[src/rtl/lkv_pkg.sv]
// lkv_pkg: sizes, constants and the broadcast/status word types of the
// lru key/value cache. No dependencies; used by lkv_cell and the top level.
`timescale 1ns / 1ps
`default_nettype none
package lkv_pkg;

	localparam int MAX_ENTRIES = 8;
	localparam int KEY_W = 32;
	localparam int VAL_W = 8;
	localparam int CAP_W = 4;
	localparam int OCC_W = 4;
	localparam int AGE_W = $clog2(MAX_ENTRIES);
	localparam int CNT_W = $clog2(MAX_ENTRIES + 1);
	localparam int CMP_W = (CNT_W > CAP_W) ? CNT_W : CAP_W;
	localparam logic [CAP_W-1:0] CAP_RESET = CAP_W'(8);

	// lookup side of the broadcast, independent of cell status
	typedef struct packed {
		logic [KEY_W-1:0] key;
		logic             evict_en;
		logic [AGE_W-1:0] victim_age;
	} lkv_look_t;

	// update side of the broadcast, built from the gathered cell status
	typedef struct packed {
		logic             touch_en;
		logic             insert_en;
		logic             write_value;
		logic [AGE_W-1:0] touch_age;
		logic [VAL_W-1:0] value;
	} lkv_upd_t;

	// what each cell reports back
	typedef struct packed {
		logic             match;
		logic             valid;
		logic [AGE_W-1:0] age;
		logic [VAL_W-1:0] value;
	} lkv_stat_t;

endpackage
`default_nettype wire

[src/rtl/lkv_cell.sv]
// lkv_cell: one entry of the cache row (key, byte, valid, age) with its local
// match, retire and free-slot claim logic. Depends on lkv_pkg.
`timescale 1ns / 1ps
`default_nettype none
module lkv_cell (
	input  wire logic              clk,
	input  wire logic              arst_n,
	input  wire lkv_pkg::lkv_look_t look,
	input  wire lkv_pkg::lkv_upd_t  upd,
	input  wire logic              claim_in,
	output logic                   claim_out,
	output lkv_pkg::lkv_stat_t     stat
);

	logic [lkv_pkg::KEY_W-1:0] key_q;
	logic [lkv_pkg::VAL_W-1:0] value_q;
	logic                      valid_q;
	logic [lkv_pkg::AGE_W-1:0] age_q;

	logic retiring;
	logic keep;
	logic match;
	logic avail;
	logic chosen;

	// oldest entry leaves when the put runs on a full store
	assign retiring  = look.evict_en & valid_q & (age_q == look.victim_age);
	assign keep      = valid_q & ~retiring;
	assign match     = keep & (key_q == look.key);
	assign avail     = ~keep;
	assign chosen    = avail & ~claim_in;
	assign claim_out = claim_in | avail;

	assign stat.match = match;
	assign stat.valid = valid_q;
	assign stat.age   = age_q;
	assign stat.value = value_q;

	always_ff @(posedge clk or negedge arst_n) begin
		if (!arst_n) begin
			valid_q <= 1'b0;
			age_q   <= '0;
		end else begin
			if (retiring) begin
				valid_q <= 1'b0;
				age_q   <= '0;
			end
			if (upd.touch_en) begin
				if (match) begin
					age_q <= '0;
				end else if (keep && (age_q < upd.touch_age)) begin
					age_q <= age_q + lkv_pkg::AGE_W'(1);
				end
			end
			if (upd.insert_en) begin
				if (chosen) begin
					valid_q <= 1'b1;
					age_q   <= '0;
				end else if (keep) begin
					age_q <= age_q + lkv_pkg::AGE_W'(1);
				end
			end
		end
	end

	always_ff @(posedge clk) begin
		if (upd.insert_en && chosen) begin
			key_q   <= look.key;
			value_q <= upd.value;
		end else if (upd.touch_en && upd.write_value && match) begin
			value_q <= upd.value;
		end
	end

endmodule
`default_nettype wire

[src/rtl/lru_key_value_cache_unit.sv]
// lru_key_value_cache_unit: top level of the fully associative lru key/value
// cache; a row of lkv_cell entries plus occupancy and output register.
// Depends on lkv_pkg and lkv_cell.
`timescale 1ns / 1ps
`default_nettype none
// usage
//  - input channel (in_valid/in_ready): one word is mode, key, value_in.
//    mode 0 is a get, mode 1 a put. accepted when in_valid and in_ready.
//  - output channel (out_valid/out_ready): one word per input word, carrying
//    hit, value_out, evicted and occupancy after the operation.
//  - config channel (cfg_valid/cfg_ready/cfg_data): writes capacity; cfg_ready
//    is always high. write it only while no word is in flight.
//  - out_valid rises in the cycle after acceptance; throughput is one word per
//    cycle while out_ready stays high. the whole lookup, retire and age update
//    happen in the cycle of acceptance in the cell row, limited by the 32-bit
//    key compare and the free-slot claim chain that runs through every cell.
//  - the result sits in one output register; a new word is taken in the same
//    cycle the held word leaves, so a stalled receiver stalls the input side
//    with in_ready low and nothing is lost.
//  - reset clears all valid bits, ages and occupancy, sets capacity to 8 and
//    empties the output register. no clearing pass is needed.
//  - the least recent entry is the valid one whose age equals occupancy-1.
module lru_key_value_cache_unit (
	input  wire logic                             clk,
	input  wire logic                             arst_n,
	input  wire logic                             in_valid,
	output logic                                  in_ready,
	input  wire logic                             mode,
	input  wire logic signed [lkv_pkg::KEY_W-1:0] key,
	input  wire logic        [lkv_pkg::VAL_W-1:0] value_in,
	output logic                                  out_valid,
	input  wire logic                             out_ready,
	output logic                                  hit,
	output logic             [lkv_pkg::VAL_W-1:0] value_out,
	output logic                                  evicted,
	output logic             [lkv_pkg::OCC_W-1:0] occupancy,
	input  wire logic                             cfg_valid,
	output logic                                  cfg_ready,
	input  wire logic        [lkv_pkg::CAP_W-1:0] cfg_data
);

	localparam int N = lkv_pkg::MAX_ENTRIES;

	// control registers
	logic [lkv_pkg::CAP_W-1:0] capacity_q;
	logic [lkv_pkg::CNT_W-1:0] count_q;
	logic                      out_valid_q;

	// output word register
	logic                      hit_q;
	logic [lkv_pkg::VAL_W-1:0] value_q;
	logic                      evicted_q;
	logic [lkv_pkg::OCC_W-1:0] occ_q;

	logic accept;

	// capacity clamp and full test
	logic [lkv_pkg::CMP_W-1:0] cap_ext;
	logic [lkv_pkg::CMP_W-1:0] cap_eff;
	logic [lkv_pkg::CMP_W-1:0] cnt_ext;
	logic                      full;
	logic                      evict_en;
	logic [lkv_pkg::CNT_W-1:0] count_dec;

	// cell row wiring
	lkv_pkg::lkv_look_t look;
	lkv_pkg::lkv_upd_t  upd;
	lkv_pkg::lkv_stat_t stat [N];
	logic [N:0]         claim;
	logic [N-1:0]       match_vec;
	logic [N-1:0]       valid_vec;

	// gathered status
	logic                      any_match;
	logic [lkv_pkg::AGE_W-1:0] match_age;
	logic [lkv_pkg::VAL_W-1:0] match_value;
	logic                      insert_en;

	logic [lkv_pkg::CNT_W-1:0]               count_next;
	logic [lkv_pkg::CNT_W+lkv_pkg::OCC_W-1:0] occ_wide;

	assign cfg_ready = 1'b1;
	assign in_ready  = ~out_valid_q | out_ready;
	assign accept    = in_valid & in_ready;

	// capacity above the row size acts as the row size
	assign cap_ext  = lkv_pkg::CMP_W'(capacity_q);
	assign cnt_ext  = lkv_pkg::CMP_W'(count_q);
	assign cap_eff  = (cap_ext > lkv_pkg::CMP_W'(N)) ? lkv_pkg::CMP_W'(N) : cap_ext;
	assign full     = cnt_ext >= cap_eff;
	// an empty store has nothing to retire, even at capacity zero
	assign evict_en = accept & mode & full & (count_q != '0);

	// valid ages are always 0..count-1, so the oldest is at count-1
	assign count_dec       = count_q - lkv_pkg::CNT_W'(1);
	assign look.key        = key;
	assign look.evict_en   = evict_en;
	assign look.victim_age = count_dec[lkv_pkg::AGE_W-1:0];

	// free-slot claim runs from cell 0 upward
	assign claim[0] = 1'b0;

	for (genvar i = 0; i < N; i++) begin : g_cell
		lkv_cell u_cell (
			.clk      (clk),
			.arst_n   (arst_n),
			.look     (look),
			.upd      (upd),
			.claim_in (claim[i]),
			.claim_out(claim[i+1]),
			.stat     (stat[i])
		);
		assign match_vec[i] = stat[i].match;
		assign valid_vec[i] = stat[i].valid;
	end

	// stored keys are distinct, so at most one cell matches
	always_comb begin
		match_age   = '0;
		match_value = '0;
		for (int i = 0; i < N; i++) begin
			if (stat[i].match) begin
				match_age   = match_age | stat[i].age;
				match_value = match_value | stat[i].value;
			end
		end
	end

	assign any_match = |match_vec;
	assign insert_en = accept & mode & ~any_match;

	assign upd.touch_en    = accept & any_match;
	assign upd.insert_en   = insert_en;
	assign upd.write_value = mode;
	assign upd.touch_age   = match_age;
	assign upd.value       = value_in;

	assign count_next = count_q - lkv_pkg::CNT_W'(evict_en) + lkv_pkg::CNT_W'(insert_en);
	// occupancy reported in four bits, masked when the row is wider
	assign occ_wide   = {{lkv_pkg::OCC_W{1'b0}}, count_next};

	always_ff @(posedge clk or negedge arst_n) begin
		if (!arst_n) begin
			capacity_q  <= lkv_pkg::CAP_RESET;
			count_q     <= '0;
			out_valid_q <= 1'b0;
		end else begin
			if (cfg_valid) begin
				capacity_q <= cfg_data;
			end
			if (accept) begin
				count_q     <= count_next;
				out_valid_q <= 1'b1;
			end else if (out_ready) begin
				out_valid_q <= 1'b0;
			end
		end
	end

	// result word, loaded on acceptance only
	always_ff @(posedge clk) begin
		if (accept) begin
			hit_q     <= ~mode & any_match;
			value_q   <= (~mode & any_match) ? match_value : '0;
			evicted_q <= evict_en;
			occ_q     <= occ_wide[lkv_pkg::OCC_W-1:0];
		end
	end

	assign out_valid = out_valid_q;
	assign hit       = hit_q;
	assign value_out = value_q;
	assign evicted   = evicted_q;
	assign occupancy = occ_q;

	// at most one live entry holds any key
	a_one_match: assert property (@(posedge clk) disable iff (!arst_n)
		$onehot0(match_vec))
		else $error("more than one cell matched the key");

	// occupancy tracks the valid bits of the row
	a_count_valid: assert property (@(posedge clk) disable iff (!arst_n)
		$countones(valid_vec) == count_q)
		else $error("occupancy differs from valid entry count");

	// an insert always finds a free cell in the claim chain
	a_insert_slot: assert property (@(posedge clk) disable iff (!arst_n)
		insert_en |-> claim[N])
		else $error("insert without a free cell");

	// occupancy never exceeds the row size
	a_count_max: assert property (@(posedge clk) disable iff (!arst_n)
		lkv_pkg::CMP_W'(count_q) <= lkv_pkg::CMP_W'(N))
		else $error("occupancy above row size");

	// an eviction is only reported for a put that is not a hit result
	a_evict_no_hit: assert property (@(posedge clk) disable iff (!arst_n)
		accept && evict_en |=> out_valid_q && evicted_q && !hit_q)
		else $error("eviction result inconsistent");

endmodule
`default_nettype wire

[config.mk]
export PLATFORM = sky130hd
export DESIGN_NAME = lru_key_value_cache_unit
export DESIGN_NICKNAME = d
export VERILOG_FILES = /design/src/rtl/lkv_pkg.sv /design/src/rtl/lkv_cell.sv /design/src/rtl/lru_key_value_cache_unit.sv
export SDC_FILE = /design/constraint.sdc
export NUM_CORES = 1
export LEC_CHECK = 0
export BUFFER_PORTS_ARGS = -buffer_cell sky130_fd_sc_hd__buf_2
export CAP_MARGIN = 25
export CORE_ASPECT_RATIO = 1.5
export CORE_UTILIZATION = 50
export DETAILED_ROUTE_END_ITERATION = 7
export GPL_ROUTABILITY_DRIVEN = 0
export PLACE_DENSITY = 0.73
export SETUP_SLACK_MARGIN = 0.05
export SLEW_MARGIN = 15
export SYNTH_ARGS = -nofsm -noshare
export SYNTH_HDL_FRONTEND = slang
export SYNTH_SLANG_ARGS = --single-unit
[constraint.sdc]
create_clock -name clk -period 16.3 [get_ports clk]
set_clock_uncertainty 0.15 [all_clocks]
set_input_delay 2.445 -clock clk [delete_from_list [all_inputs] [get_ports clk]]
set_output_delay 2.445 -clock clk [all_outputs]
set_load 0.005 [all_outputs]
# --- After elaboration in Yosys (flattened, before gate mapping) ---
# Cells that the tools add are included.
classes:
  muxes: 114
  eq_ne: 16
  reduce_logical: 36
  bitwise_logic: 92
  magnitude_cmp: 10
  n_addsub: 11
op_table:
  columns: ["cell", "count"]
  rows:
  - ["== test 32 bit", 8]
  - ["two-way mux 8 bit", 24]
  - ["two-way mux 3 bit", 63]
  - ["bitwise OR 8 bit", 7]
  - ["bitwise AND 1 bit", 46]
  - ["two-way mux 1 bit", 26]
  - ["logical AND 1 bit", 25]
  - ["inverter 1 bit", 25]
  - ["adder 3 x 1 -> 3 bit (second input constant)", 8]
  - ["== test 3 bit", 8]
  - ["less-than comparator 3 bit", 8]
  - ["bitwise OR 3 bit", 7]
  - ["nonzero test 2 bit", 9]
  - ["OR reduction 8 bit", 1]
  - ["bitwise OR 1 bit", 7]
  - ["adder 4 x 1 -> 4 bit", 1]
  - ["greater-or-equal comparator 4 bit", 1]
  - ["greater-than comparator 4 bit (second input constant)", 1]
  - ["two-way mux 4 bit", 1]
  - ["nonzero test 4 bit", 1]
  - ["subtractor 4 x 1 -> 4 bit", 1]
  - ["subtractor 3 x 1 -> 3 bit (second input constant)", 1]
totals:
  out_inout_bits: 17
  word_cells: 318
  input_bits: 50
  regBits: 375

# --- Logic depth before layout (Yosys ltp) ---
logic_depth:
  depth_word: 34
  mapped_depth: 19
  ltp_nobuf: 17

# --- By module ---
# Synthesis repeated with hierarchy kept, for this count alone.
hier_totals:
  hier_cells: 1209
  area_unflattened_um2: 17682.0
by_module_without_submodules:
  columns: ["module", "cells_per_inst", "seq_area_each_um2", "area_each_um2", "instances"]
  rows:
  - ["lkv_cell at g_cell[0].u_cell ...", 131, 1301.2, 2011.9, 5]
  - ["lkv_cell at g_cell[5].u_cell ...", 135, 1301.2, 2000.7, 3]
  - ["lru_key_value_cache_unit", 149, 646.9, 1620.3, 1]

# --- Least setup slack after synthesis ---
# Ideal clock, no wire load.
synth_path:
  path_kind: "input-to-reg"
  from: "input out_ready"
  to: "register g_cell[7].u_cell.value_q[0] (netlist bit) (enable)"
  stages: 8
  required_ns: 15.828
  slack_ns: 7.622
  n_path_buf: 0
  setup_time_ns: 0.322
  t_arrival_ns: 8.206
  path_cell_list: "nand2b_2 > nand4_4 > o41ai_2 > nor3_2 > nor4_2 > nand3_2 > nor4b_1 > a31o_2"
synth_via:
  elab_chain_cells: 20
  elab_cells_between_ends: 69
  cone_classes: "bitwise: 64; reduce/logical: 5"
synth_rtl:
  columns: ["item", "line_no", "rtl"]
  rows:
  - ["from (decl)", "lru_key_value_cache_unit.sv:32", "input wire logic out_ready,"]
  - ["bitwise OR 1 bit (*)", "lru_key_value_cache_unit.sv:83", "assign in_ready = ~out_valid_q | out_ready;"]
  - ["bitwise AND 1 bit (*)", "lru_key_value_cache_unit.sv:84", "assign accept = in_valid & in_ready;"]
  - ["bitwise AND 1 bit", "lru_key_value_cache_unit.sv:92, lru_key_value_cache_unit.sv:130", null]
  - ["bitwise AND 1 bit (2 in series)", "lru_key_value_cache_unit.sv:92", "assign evict_en = accept & mode & full & (count_q != '0);"]
  - ["bitwise AND 1 bit (2 in series)", "lkv_cell.sv:27", "assign retiring = look.evict_en & valid_q & (age_q == look.victim_age);"]
  - ["inverter 1 bit", "lkv_cell.sv:28", "assign keep = valid_q & ~retiring;"]
  - ["bitwise AND 1 bit", "lkv_cell.sv:28", null]
  - ["inverter 1 bit", "lkv_cell.sv:30", "assign avail = ~keep;"]
  - ["bitwise OR 1 bit (6 in series)", "lkv_cell.sv:32", "assign claim_out = claim_in | avail;"]
  - ["inverter 1 bit", "lkv_cell.sv:31", "assign chosen = avail & ~claim_in;"]
  - ["bitwise AND 1 bit", "lkv_cell.sv:31", null]
  - ["logical AND 1 bit", "lkv_cell.sv:67", "if (upd.insert_en && chosen) begin"]
  - ["nonzero test 2 bit (no source line) (*)", null, null]
  - ["to (signal assigned)", "lkv_cell.sv:69", "value_q <= upd.value;"]
  - ["to (signal assigned)", "lkv_cell.sv:71", "value_q <= upd.value;"]
  - ["to (decl)", "lkv_cell.sv:16", "logic [lkv_pkg::VAL_W-1:0] value_q;"]
# Mark *: on every way between the ends. The rest lies on a longest branch, timed or not.
# A chain may end at the register's enable or synchronous reset.

# --- Final worst setup path ---
layout_path:
  from: "input mode"
  to: "register g_cell[2].u_cell.value_q[1] (netlist bit) (enable)"
layout_via:
  elab_chain_cells: 13
  elab_cells_between_ends: 57
  cone_classes: "bitwise: 52; reduce/logical: 5"
layout_rtl:
  columns: ["item", "line_no", "rtl"]
  rows:
  - ["from (decl)", "lru_key_value_cache_unit.sv:28", "input wire logic mode,"]
  - ["bitwise AND 1 bit", "lru_key_value_cache_unit.sv:92, lru_key_value_cache_unit.sv:130", null]
  - ["bitwise AND 1 bit (2 in series)", "lru_key_value_cache_unit.sv:92", null]
  - ["bitwise AND 1 bit (2 in series)", "lkv_cell.sv:27", null]
  - ["inverter 1 bit", "lkv_cell.sv:28", null]
  - ["bitwise AND 1 bit", "lkv_cell.sv:28", null]
  - ["bitwise AND 1 bit / inverter 1 bit (equally long branches)", "lkv_cell.sv:29, lkv_cell.sv:30", null]
  - ["OR reduction 8 bit / bitwise OR 1 bit (equally long branches)", "lru_key_value_cache_unit.sv:129, lkv_cell.sv:32", null]
  - ["bitwise AND 1 bit (tied with other cells)", "lru_key_value_cache_unit.sv:132", "assign upd.touch_en = accept & any_match;"]
  - ["logical AND 1 bit (tied with other cells)", "lkv_cell.sv:70", "end else if (upd.touch_en && upd.write_value && match) begin"]
  - ["logical AND 1 bit (on tied branches)", "lkv_cell.sv:70, lkv_cell.sv:67", null]
  - ["nonzero test 2 bit (no source line) (*)", null, null]
  - ["to (signal assigned)", "lkv_cell.sv:69", null]
  - ["to (signal assigned)", "lkv_cell.sv:71", null]
  - ["to (decl)", "lkv_cell.sv:16", null]
# Marked as above.

==> impl_metrics.py <==
metrics = {
    "synth": {
        "synth_nets": 1249,
        "netlist_instances": 1163,
        "ys_seq_elements": 375,
        "synth_area_per_cell_um2": 14.6,
        "synth_top_area_share_pct": 58.9,
        "synth_edf_count": 334,
        "synth_area_um2": 17000,
        "synth_top_area_cell": "edfxtp_1",
        "async_flop_share_pct": 10.9,
        "synth_flop_cell": "edfxtp_1",
        "synth_area_leaders": "edfxtp_1 59%, xor2_1 14%, dfrtp_1 5.9%, nor4_1 2.6%, ha_1 2.6%",
        "yosys_warnings": 0,
        "synth_cell_types": 74,
        "seq_area_frac_synth_pct": 65.0,
    },
    "sta": {
        "slew_violations": 0,
        "max_freq_mhz": 144,
        "setup_viol": 0,
        "fin_hold_ws_ns": 0.360,
        "rsz0062_at_grt": "no",
        "tightest_slew_ns": 1.00,
        "fin_crit_ns": 6.97,
        "finalCritPeriodShare_pct": 42.7,
        "hold_viol": 0,
        "slew-limit-headroom_pct": 33.0,
        "fin_tns_setup_ns": 0,
    },
    "cts": {
        "cts_buffer_depth": 3,
        "cts_tree": "done",
        "clk_latency_ns": 0.53,
        "ctsResizeCount": 0,
        "cts_setup_buffers": 0,
        "holdBufCountCts": 0,
        "cts_buffers": 38,
        "clk_pin_slew_ns": 0.06,
        "htreeDepth": 2,
        "numClockSinks": 375,
        "cts_root_buffer": "clkbuf_16",
    },
    "place": {
        "io_buffers": 65,
        "dp_hpwl_um": 25700,
        "placed_area_um2": 17800,
        "dp_cells": 1611,
    },
    "die": {
        "fp.dieH_um": 228,
        "dieArea_um2": 34800,
        "die_w_um": 153,
        "std_cell_rows": 82,
        "start_util_pct": 50.9,
        "ios": 67,
        "coreArea_um2": 33400,
    },
    "min_path": {
        "hp-class": "reg -> reg",
    },
    "finish": {
        "synthToLayoutAreaGrowth_pct": 11.7,
        "layout.cells.non_filler": 1679,
        "final_cell_mix": "334 x edfxtp_1, 273 x xor2_1, 72 x nor4_1",
        "final_nets": 1319,
        "final.fill_count": 2650,
        "final_area_um2": 19000,
        "drive_gt1_share_pct": 15.2,
        "postLayoutCoreUtil_pct": 56.8,
        "layout_commonest_cell": "edfxtp_1",
        "insertedDiodeCount": 0,
    },
    "grt": {
        "antenna_found_initial": 0,
        "overflow": 0,
        "grt_pass1_vias": 10300,
        "grt_util_all_layers_pct": 23.5,
        "grt_max_degree": 42,
        "grt_pass1_wl_um": 61500,
    },
    "critical_path": {
        "crit_arrival_ns": 7.00,
        "cp-start-kind": "input pin",
        "worstReg2RegEnd": "g_cell[2].u_cell.value_q[1]",
        "ff2ff_setup_slack_ns": 9.91,
        "timing.rr.start": "cnt_ext[0]",
        "required_ns": 16.33,
        "crit_fanout": 33,
        "crit_type": "in -> reg",
        "reg2regPathDepth": 12,
        "cp-end-kind": "register",
        "critPathCapture": "g_cell[2].u_cell.value_q[1]",
        "startpoint": "mode",
    },
    "power_and_ir_drop": {
        "power_density_nw_per_um2": 136,
        "power.leakage_nw": 6.90,
        "irDropWorstVdd_uv": 105,
    },
    "drt": {
        "drt-pass1-iter-count": 8,
        "viasPerCell": 6.00,
        "via_count": 10100,
        "route.antenna.remaining_nets": 0,
        "drt_iter0_markers": 828,
        "wl_per_cell_um": 23.7,
        "wirelength_um": 39800,
        "route.detailed.drc": 3,
    },
    "status": {
        "status": "finished with violations",
        "failed_checks": "design-rule violations",
    },
    "job": {
        "cap_violations": 0,
    },
}
==> worst max-delay path: stages <==
cell and delay (ns):
buf_2 0.25, nand4_4 0.31, o31ai_2 0.82, nor3_2 0.10, buf_4 0.25, nor4_2 0.42
nand3_2 0.66, or2_1 0.53, nor2b_4 0.77, a21o_1 0.41
==> worst min path at each step <==
stage / startpoint / end / slack (ns) / cells past startpoint
after CTS: cap_ext[1] / cap_ext[1] / 0.36 / 1
after global routing: cap_ext[1] / cap_ext[1] / 0.38 / 1
final: cap_ext[1] / cap_ext[1] / 0.36 / 1
after floorplan: cap_ext[0] / cap_ext[0] / 0.32 / 1
after global placement: cap_ext[1] / cap_ext[1] / 0.35 / 1
after detailed placement: cap_ext[1] / cap_ext[1] / 0.35 / 1
==> sequential cells by signal, indices dropped and copies added, names as in the netlist <==
signal                 flops
g_cell.u_cell.key_q      256
evicted                    1
hit                        1
value_out                  8
out_valid                  1
cap_ext                    4
g_cell.u_cell.valid_q      8
cnt_ext                    4
g_cell.u_cell.age_q       24
g_cell.u_cell.value_q     64
occupancy                  4
==> logic make-up (layout without fill, tap and decap cells) <==
family | Yosys count | in the layout | synth area share, %
multiplexers | 6 | 6 | 0.390
other | 1 | 1 | 0.0220
buffers and inverters | 86 | 182 | 2.04
flip-flops | 375 | 375 | 65.0
AO/OA/AOI/OAI | 167 | 167 | 7.37
adder cells (fa/ha/maj) | 36 | 36 | 2.69
AND/OR/NAND/NOR | 208 | 208 | 7.39
XOR/XNOR | 284 | 284 | 15.1
==> synthesized netlist by cell type (9+ instances only) <==
cell and count:
dfrtp_1 40, nor2_1 19, a21oi_1 10, inv_1 31, edfxtp_1 334, nor3_1 9
xor2_1 273, a31o_2 9, nand2_1 28, ha_1 35, nor2b_1 11, o21ai_0 30
a22oi_1 32, nor4_1 72, nand4_1 21, clkbuf_1 41
==> per-stage QoR <==
stage / setup WS (ns) / total power [mW]
after floorplan: 7.62 / 1.64
after global placement: 8.60 / 1.77
after detailed placement: 8.82 / 1.79
after CTS: 9.39 / 2.60
after global routing: 9.03 / 2.70
final: 9.33 / 2.59
==> cell type report <==
class | instances | area [um2] | share of cell area (%)
flip-flops and latches | 375 | 11100 | 58.2
multi-input cells | 702 | 5670 | 29.8
clock buffers | 46 | 1010 | 5.32
well taps | 420 | 526 | 2.76
repair buffers | 85 | 500 | 2.63
clock inverters | 20 | 129 | 0.678
inverters | 31 | 116 | 0.612
==> power by group <==
part | switching (mW) | internal, mW | leakage [nW]
Combinational | 0.324 | 0.220 | 2.84
Sequential | 0.0850 | 1.15 | 3.51
Clock | 0.365 | 0.447 | 0.552
Total | 0.774 | 1.82 | 6.90
==> routing by layer <==
layer / GRT usage (%) / up-vias / part of all wire [%]
li1: - / 4515 / -
met1: 28.5 / 5061 / 39
met2: 41.2 / 382 / 51
met3: 3.00 / 116 / 4.8
met4: 11.6 / 0 / 5.0
met5: 0 / - / 0
No activity file was read; power rests on OpenSTA's default activity.
